==> src/hdl/merkle_proof_verifier_defines.svh <==
// assertion macros for the merkle proof verifier
`ifndef MERKLE_PROOF_VERIFIER_DEFINES_SVH
`define MERKLE_PROOF_VERIFIER_DEFINES_SVH
`ifndef SYNTH
`define MPV_ASSERT_IMP(label, clk, rst_n, a, c) \
    label: assert property (@(posedge clk) disable iff (!rst_n) (a) |-> (c)) \
        else $error("mpv check failed");
`define MPV_ASSERT_NXT(label, clk, rst_n, a, c) \
    label: assert property (@(posedge clk) disable iff (!rst_n) (a) |=> (c)) \
        else $error("mpv check failed");
`else
`define MPV_ASSERT_IMP(label, clk, rst_n, a, c)
`define MPV_ASSERT_NXT(label, clk, rst_n, a, c)
`endif
`endif

==> src/hdl/mpv_pkg.sv <==
// shared constants, round table and functions for the merkle proof verifier
`timescale 1ns / 1ps
package mpv_pkg;
    localparam logic [1:0] OP_BEGIN   = 2'd0;
    localparam logic [1:0] OP_COMBINE = 2'd1;
    localparam logic [1:0] OP_FINISH  = 2'd2;
    localparam int ROUNDS = 64;
    localparam logic [31:0] MSG_BITS = 32'd512;

    typedef logic [31:0] t_word;

    localparam t_word IV [8] = '{
        32'h6a09e667, 32'hbb67ae85, 32'h3c6ef372, 32'ha54ff53a,
        32'h510e527f, 32'h9b05688c, 32'h1f83d9ab, 32'h5be0cd19};

    function automatic t_word round_k(input logic [5:0] t);
        t_word k [64];
        k = '{
        32'h428a2f98, 32'h71374491, 32'hb5c0fbcf, 32'he9b5dba5, 32'h3956c25b, 32'h59f111f1,
        32'h923f82a4, 32'hab1c5ed5, 32'hd807aa98, 32'h12835b01, 32'h243185be, 32'h550c7dc3,
        32'h72be5d74, 32'h80deb1fe, 32'h9bdc06a7, 32'hc19bf174, 32'he49b69c1, 32'hefbe4786,
        32'h0fc19dc6, 32'h240ca1cc, 32'h2de92c6f, 32'h4a7484aa, 32'h5cb0a9dc, 32'h76f988da,
        32'h983e5152, 32'ha831c66d, 32'hb00327c8, 32'hbf597fc7, 32'hc6e00bf3, 32'hd5a79147,
        32'h06ca6351, 32'h14292967, 32'h27b70a85, 32'h2e1b2138, 32'h4d2c6dfc, 32'h53380d13,
        32'h650a7354, 32'h766a0abb, 32'h81c2c92e, 32'h92722c85, 32'ha2bfe8a1, 32'ha81a664b,
        32'hc24b8b70, 32'hc76c51a3, 32'hd192e819, 32'hd6990624, 32'hf40e3585, 32'h106aa070,
        32'h19a4c116, 32'h1e376c08, 32'h2748774c, 32'h34b0bcb5, 32'h391c0cb3, 32'h4ed8aa4a,
        32'h5b9cca4f, 32'h682e6ff3, 32'h748f82ee, 32'h78a5636f, 32'h84c87814, 32'h8cc70208,
        32'h90befffa, 32'ha4506ceb, 32'hbef9a3f7, 32'hc67178f2};
        return k[t];
    endfunction

    function automatic t_word rotr(input t_word x, input int n);
        return (x >> n) | (x << (32 - n));
    endfunction
endpackage

==> src/hdl/merkle_proof_verifier.sv <==
// merkle proof verifier top level: stream control and one sha-256 round unit
//  channel | dir | tdata (low bit up)                              | tuser
//  s_axis  | in  | data_word_0..3 (256 bits)                         | operation, is_right
//  m_axis  | out | node_word_0..3 (256 bits)                         | root_match
// begin and finish are taken without the round unit; after a combine word is taken, tready
// stays low through two compressions of 64 rounds on the single round unit, each
// followed by a fold step, before the next word can be taken.
// finish loads the output register; no word is taken while a result waits.
// reset (synchronous, active low) clears the node, round counter and control.
`timescale 1ns / 1ps
`include "merkle_proof_verifier_defines.svh"
module merkle_proof_verifier (
    input  logic         i_clk,
    input  logic         i_rst_n,
    input  logic         s_axis_tvalid,
    output logic         s_axis_tready,
    input  logic [255:0] s_axis_tdata,  // data_word_0, data_word_1, data_word_2, data_word_3
    input  logic [7:0]   s_axis_tuser,  // operation[1:0], is_right[2], zero fill
    output logic         m_axis_tvalid,
    input  logic         m_axis_tready,
    output logic [255:0] m_axis_tdata,  // node_word_0, node_word_1, node_word_2, node_word_3
    output logic         m_axis_tuser   // root_match
);
    localparam logic [1:0] S_IDLE  = 2'd0;
    localparam logic [1:0] S_ROUND = 2'd1;
    localparam logic [1:0] S_FOLD  = 2'd2;

    logic [1:0]          r_state, n_state;
    logic [6:0]          r_round;
    logic                r_phase;
    logic [255:0]        r_node;
    mpv_pkg::t_word      r_cv [8];
    mpv_pkg::t_word      r_v  [8];
    mpv_pkg::t_word      r_w  [16];
    logic                r_oval;
    logic [255:0]        r_odata;
    logic                r_omatch;

    logic [1:0]   in_op;
    logic         in_right;
    logic         take;
    logic [63:0]  dw [4];
    assign in_op    = s_axis_tuser[1:0];
    assign in_right = s_axis_tuser[2];
    assign s_axis_tready = (r_state == S_IDLE) && !r_oval;
    assign take = s_axis_tvalid && s_axis_tready;
    always_comb begin
        for (int i = 0; i < 4; i++) dw[i] = s_axis_tdata[64*i +: 64];
    end

    // schedule word and round datapath
    logic [3:0]     t15, t2, t7, tc;
    mpv_pkg::t_word w_new, w_cur, s1, ch, t1, s0, mj;
    always_comb begin
        tc  = r_round[3:0];
        t15 = r_round[3:0] - 4'd15;
        t2  = r_round[3:0] - 4'd2;
        t7  = r_round[3:0] - 4'd7;
        w_new = r_w[tc] + r_w[t7]
              + (mpv_pkg::rotr(r_w[t15], 7) ^ mpv_pkg::rotr(r_w[t15], 18) ^ (r_w[t15] >> 3))
              + (mpv_pkg::rotr(r_w[t2], 17) ^ mpv_pkg::rotr(r_w[t2], 19) ^ (r_w[t2] >> 10));
        w_cur = (r_round < 7'd16) ? r_w[tc] : w_new;
        s1 = mpv_pkg::rotr(r_v[4], 6) ^ mpv_pkg::rotr(r_v[4], 11) ^ mpv_pkg::rotr(r_v[4], 25);
        ch = (r_v[4] & r_v[5]) ^ (~r_v[4] & r_v[6]);
        t1 = r_v[7] + s1 + ch + mpv_pkg::round_k(r_round[5:0]) + w_cur;
        s0 = mpv_pkg::rotr(r_v[0], 2) ^ mpv_pkg::rotr(r_v[0], 13) ^ mpv_pkg::rotr(r_v[0], 22);
        mj = (r_v[0] & r_v[1]) ^ (r_v[0] & r_v[2]) ^ (r_v[1] & r_v[2]);
    end

    // sequencer
    always_comb begin
        n_state = r_state;
        unique case (r_state)
            S_IDLE:  if (take && in_op == mpv_pkg::OP_COMBINE) n_state = S_ROUND;
            S_ROUND: if (r_round == 7'(mpv_pkg::ROUNDS - 1)) n_state = S_FOLD;
            S_FOLD:  n_state = r_phase ? S_IDLE : S_ROUND;
            default: n_state = S_IDLE;
        endcase
    end

    always_ff @(posedge i_clk) begin
        if (!i_rst_n) begin
            r_state <= S_IDLE;
            r_round <= '0;
            r_phase <= 1'b0;
            r_node  <= '0;
            r_oval  <= 1'b0;
        end else begin
            r_state <= n_state;
            if (r_oval && m_axis_tready) r_oval <= 1'b0;
            unique case (r_state)
                S_IDLE: begin
                    if (take && in_op == mpv_pkg::OP_BEGIN) r_node <= s_axis_tdata;
                    if (take && in_op == mpv_pkg::OP_FINISH) r_oval <= 1'b1;
                    r_round <= '0;
                    r_phase <= 1'b0;
                end
                S_ROUND: r_round <= (r_round == 7'(mpv_pkg::ROUNDS - 1)) ? 7'd0 : r_round + 7'd1;
                S_FOLD: begin
                    r_phase <= ~r_phase;
                    if (r_phase) begin
                        for (int i = 0; i < 4; i++)
                            r_node[64*i +: 64] <= {r_cv[2*i] + r_v[2*i],
                                                   r_cv[2*i+1] + r_v[2*i+1]};
                    end
                end
                default: ;
            endcase
        end
    end

    // hash state: load, rounds and fold
    always_ff @(posedge i_clk) begin
        unique case (r_state)
            S_IDLE: begin
                if (take && in_op == mpv_pkg::OP_COMBINE) begin
                    for (int i = 0; i < 8; i++) begin
                        r_cv[i] <= mpv_pkg::IV[i];
                        r_v[i]  <= mpv_pkg::IV[i];
                    end
                    for (int i = 0; i < 4; i++) begin
                        r_w[2*i]     <= in_right ? dw[i][63:32] : r_node[64*i+32 +: 32];
                        r_w[2*i+1]   <= in_right ? dw[i][31:0]  : r_node[64*i +: 32];
                        r_w[8+2*i]   <= in_right ? r_node[64*i+32 +: 32] : dw[i][63:32];
                        r_w[8+2*i+1] <= in_right ? r_node[64*i +: 32]    : dw[i][31:0];
                    end
                end
                if (take && in_op == mpv_pkg::OP_FINISH) begin
                    r_odata  <= r_node;
                    r_omatch <= (r_node == s_axis_tdata);
                end
            end
            S_ROUND: begin
                if (r_round >= 7'd16) r_w[tc] <= w_new;
                r_v[7] <= r_v[6]; r_v[6] <= r_v[5]; r_v[5] <= r_v[4];
                r_v[4] <= r_v[3] + t1;
                r_v[3] <= r_v[2]; r_v[2] <= r_v[1]; r_v[1] <= r_v[0];
                r_v[0] <= t1 + s0 + mj;
            end
            S_FOLD: begin
                for (int i = 0; i < 8; i++) begin
                    r_cv[i] <= r_cv[i] + r_v[i];
                    r_v[i]  <= r_cv[i] + r_v[i];
                end
                // padding block: leading one bit, zeros, message length
                for (int i = 1; i < 15; i++) r_w[i] <= '0;
                r_w[0]  <= 32'h80000000;
                r_w[15] <= mpv_pkg::MSG_BITS;
            end
            default: ;
        endcase
    end

    assign m_axis_tvalid = r_oval;
    assign m_axis_tdata  = r_odata;
    assign m_axis_tuser  = r_omatch;

    // checks
    `MPV_ASSERT_IMP(a_busy_not_ready, i_clk, i_rst_n, r_state != S_IDLE, !s_axis_tready)
    `MPV_ASSERT_NXT(a_round_step, i_clk, i_rst_n, r_state == S_ROUND && r_round != 7'd63, r_round == $past(r_round) + 7'd1)
    `MPV_ASSERT_IMP(a_idle_round_zero, i_clk, i_rst_n, r_state == S_IDLE, r_round == 7'd0)
endmodule
==> config.mk <==
export PLATFORM = sky130hd
export DESIGN_NAME = merkle_proof_verifier
export DESIGN_NICKNAME = d
export VERILOG_FILES = /design/src/hdl/mpv_pkg.sv /design/src/hdl/merkle_proof_verifier.sv
export VERILOG_INCLUDE_DIRS = /design/src /design/src/hdl
export SDC_FILE = /design/constraint.sdc
export NUM_CORES = 2
export LEC_CHECK = 0
export BUFFER_PORTS_ARGS = -buffer_cell sky130_fd_sc_hd__buf_2
export CAP_MARGIN = 20
export CORE_AREA = 2 2 404 406
export DETAILED_ROUTE_END_ITERATION = 16
export DIE_AREA = 0 0 406 408
export GPL_ROUTABILITY_DRIVEN = 0
export PLACE_DENSITY = 0.87
export SYNTH_ARGS = -nofsm -noshare
export SYNTH_HDL_FRONTEND = slang
export SYNTH_SLANG_ARGS = --single-unit
==> constraint.sdc <==
create_clock -name i_clk -period 36 [get_ports i_clk]
set_input_delay 5.4 -clock i_clk [delete_from_list [all_inputs] [get_ports i_clk]]
set_output_delay 5.4 -clock i_clk [all_outputs]
set_load 0.1 [all_outputs]
==> results_dict.tcl, run 1 <==
set metrics [dict create \
    status "stopped before the end" \
    haltStage "5_1_grt" \
    error "[ERROR GRT-0116] Global routing finished with congestion. Check the congestion regions in the DRC Viewer." \
    seq_area_frac_synth_pct 39.0 \
    root_buffer "clkbuf_16" \
    synth_area_leaders "edfxtp_1, mux4_2, dfxtp_1" \
    grt_max_degree 203 \
    clock-sinks 1552 \
    die_h_um 408 \
    clk_path_buf_depth 3 \
    synth-seq-cells 1552 \
    netlist_instances 10500 \
    cts_buffers 163 \
    cts_setup_buffers 0 \
    port_buffers 521 \
    yosysTopAreaCell "edfxtp_1" \
    grt_pass1_vias 106000 \
    yosys_warnings 0 \
    synth_nets 11300 \
    track_usage_pct 69.3 \
    start_util_pct 67.5 \
    cts_hold_buf 0 \
    grt_pass1_wl_um 802000 \
    htreeDepth 4 \
    synth_top_area_share_pct 31.7 \
    syn_area_sq_um 109000 \
    ios 527 \
    synth_edf_count 1153 \
    rows 148 \
    fp.dieW_um 406 \
    yosysUniqueCellTypes 85 \
    async_reset_ff_share_pct 0 \
    pre_cts_ws_ns 19.23 \
    dp_hpwl_um 368000 \
    globalRouteOverflowTotal 90 \
    cts_resized 0 \
    ys.flop_type "edfxtp_1" \
    place_inst 12500 \
    synth_area_per_cell_sq_um 10.4 \
]
-- layer usage --
metal / global-route usage (%) / overflow
met1: 68.4 / 4
met4: 62.7 / 34
met2: 79.6 / 52
met5: 49.4 / 0
met3: 63.6 / 0
-- through the flow --
| stage | hold WS, ns | area (sq um) |
|---|---|---|
| after floorplan | 0.445 | 109000 |
| after global placement | 0.468 | 113000 |
| after CTS | 0.498 | 119000 |
| after detailed placement | 0.489 | 113000 |
-- cell families after synthesis --
family,synth area share [%]
AOI/OAI and AO/OA,15.7
and+or+nand+nor,9.37
DFF,39.0
buffers and inverters,4.40
muxes,16.5
xor gates and xnor gates,6.71
adders and majority gates,8.35
-- synthesized netlist by cell type, drive strengths merged, types with 23 or more instances --
master,instances
a211oi,200
ha,409
o21a,72
clkbuf,647
nor2,634
nand3,155
buf,109
a21o,225
nand4,68
o21bai,50
fa,197
dfxtp,399
or3,30
nor4,54
nor3,82
inv,511
o31ai,405
and2,40
nand2b,76
and3,34
xor2,343
a21oi,907
edfxtp,1153
a311oi,27
o21ai,514
a31oi,45
xnor2,483
mux4,512
nor2b,59
a211o,23
nand2,1026
or2,46
mux2i,542
o211ai,69
mux2,93
==> run 2: changes to the inputs <==
CORE_AREA = 2 2 526 528   (was 2 2 404 406)
DIE_AREA = 0 0 528 530   (was 0 0 406 408)
PLACE_DENSITY = default   (was 0.87)
PLACE_DENSITY_LB_ADDON = 0.15   (was default)
==> results_dict.tcl, run 2 <==
set metrics [dict create \
    port_buffers 521 \
    largest_register_ff_count 512 \
    grt_pass1_vias 87800 \
    dp_hpwl_um 443000 \
    cts_buffers 186 \
    track_usage_pct 39.9 \
    synth-seq-cells 1552 \
    final.fill_count 25800 \
    setup_viol_count_final 0 \
    vias 96800 \
    clock-sinks 1552 \
    cts_tree "built" \
    synth_nets 11300 \
    dieArea_sq_um 280000 \
    hold_path.class "register to register" \
    rows 193 \
    antenna_left 0 \
    synth_most_common_cell "edfxtp_1" \
    netlist_instances 10500 \
    synth_top_area_share_pct 31.7 \
    fmax_mhz 59.9 \
    finClkSkew_ns 0.0733 \
    routed_wl_um 577000 \
    clk_pin_slew_ns 0.06 \
    ys.flop_type "edfxtp_1" \
    hold_viol 0 \
    criticalPathCategory "register to register" \
    synth_area_per_cell_sq_um 10.4 \
    grt_antenna_before_repair 95 \
    start_util_pct 39.7 \
    timing.final.crit_share_pct 46.3 \
    tightest_slew_ns 1.37 \
    required_ns 36.59 \
    cp_slowest_stage_delay_ns 0.82 \
    async_reset_ff_share_pct 0 \
    drt_iter0_drc 16200 \
    ios 527 \
    fin_nets 11500 \
    core-area_sq_um 275000 \
    final_cell_mix "edfxtp_1, nand2_1, a21oi_1" \
    top_register "r_w" \
    rsz0062_at_grt "false" \
    synth_edf_count 1153 \
    layout.area.seq_sq_um 42600 \
    synth_area_leaders "edfxtp_1, mux4_2, dfxtp_1" \
    status "finished clean" \
    drive_above_1_share_pct 16.5 \
    syn_area_sq_um 109000 \
    mostFrequentLayoutCell "edfxtp_1" \
    via_per_inst 6.70 \
    maxCapViolCount 0 \
    fp.dieW_um 528 \
    yosysUniqueCellTypes 85 \
    grt_pass1_wl_um 757000 \
    period_minus_slack_ns 16.69 \
    syn_to_final_growth_pct 11.8 \
    worstPathArrival_ns 17.28 \
    clock_latency_ns 0.93 \
    clk_path_buf_depth 4 \
    seq_area_frac_synth_pct 39.0 \
    slew_headroom_pct 8.17 \
    cts_setup_buffers 0 \
    wl_per_cell_um 39.9 \
    yosys_warnings 0 \
    root_buffer "clkbuf_16" \
    die_h_um 530 \
    critPathLaunchType "register" \
    cp-end-kind "register" \
    critPathSlowestCell "ha_4" \
    cts_hold_buf 0 \
    worstPathMaxFanout 40 \
    yosysTopAreaCell "edfxtp_1" \
    htreeDepth 4 \
    timing.setup.tns_ns 0 \
    first_pass_iters 8 \
    synth_common_cells "edfxtp_1, nand2_1, a21oi_1, clkbuf_1, nor2_1" \
    cts_resized 0 \
    globalRouteOverflowTotal 0 \
    drv_slew 0 \
    drc 0 \
    multi_input_area_sq_um 62300 \
    grt_max_degree 151 \
]
run 2: cell counts after synthesis:
No cell type changed its count.
run 2: metrics by stage:
step	instance area [sq um]	hold slack [ns]	setup WS [ns]	utilization [%]	std cells
after floorplan	109000	0.445	18.89	-	10500
after global placement	115000	0.423	19.83	42.0	14000
after detailed placement	115000	0.428	19.64	42.0	14000
after CTS	121000	0.442	19.55	44.2	14400
after global routing	122000	0.450	19.15	44.4	14400
final	122000	0.444	19.31	44.4	14400
run 2: cells by family (layout without fill, tap and decap cells):
group | Yosys count | after routing | synth area share [%]
AOI/OAI and AO/OA | 2716 | 2716 | 15.7
xor gates and xnor gates | 829 | 829 | 6.71
adders and majority gates | 611 | 611 | 8.35
buffers and inverters | 1270 | 1578 | 4.40
DFF | 1552 | 1552 | 39.0
muxes | 1147 | 1147 | 16.5
other | 0 | 73 | 0
and+or+nand+nor | 2336 | 2336 | 9.37
run 2: layout make-up:
class / instances / share of cell area, %
Timing Repair Buffer: 727 / 3.55
Tap cell: 3607 / 3.70
Clock inverter: 82 / 0.663
Sequential cell: 1552 / 34.9
Clock buffer: 255 / 4.36
Inverter: 514 / 1.60
Multi-Input combinational cell: 7639 / 51.0
Antenna cell: 73 / 0.150
run 2: worst paths after layout:
| path | start | to | slack, ns | cells past startpoint |
|---|---|---|---|---|
| setup / recovery | r_round[0]$_SDFFE_PN0N_ | r_v[0][30]$_SDFFCE_PN1P_ | 19.31 | 55 |
| hold / removal | r_node[62]$_SDFFE_PN0P_ | m_axis_tdata[62]$_DFFE_PP_ | 0.44 | 0 |
| setup reg to reg | r_round[0]$_SDFFE_PN0N_ | r_v[0][30]$_SDFFCE_PN1P_ | 19.31 | 55 |
| hold reg to reg | r_node[62]$_SDFFE_PN0P_ | m_axis_tdata[62]$_DFFE_PP_ | 0.44 | 0 |
run 2: worst max-delay path: cells and delay by family, from the launching register on:
kind,cells,cell delay (ns)
flip-flops,1,0.56
XOR/XNOR,5,1.43
adder cells (fa/ha/maj),11,4.85
AND/OR/NAND/NOR,5,0.47
AO/OA/AOI/OAI,20,4.79
multiplexers,2,1.30
buffers and inverters,12,2.79
run 2: metal layers:
layer  part of all wire [%]  vias to the layer above  global-route usage [%]
li1                       -                    39100                       -
met5                  0.021                        -                   0.410
met3                     14                     1820                    15.9
met4                     11                       20                    36.8
met2                     41                     7799                    56.2
met1                     34                    48000                    46.1
Power of run 2 is not shown: default switching activity piles up to over one toggle a cycle in this logic, so the estimate is an artifact.
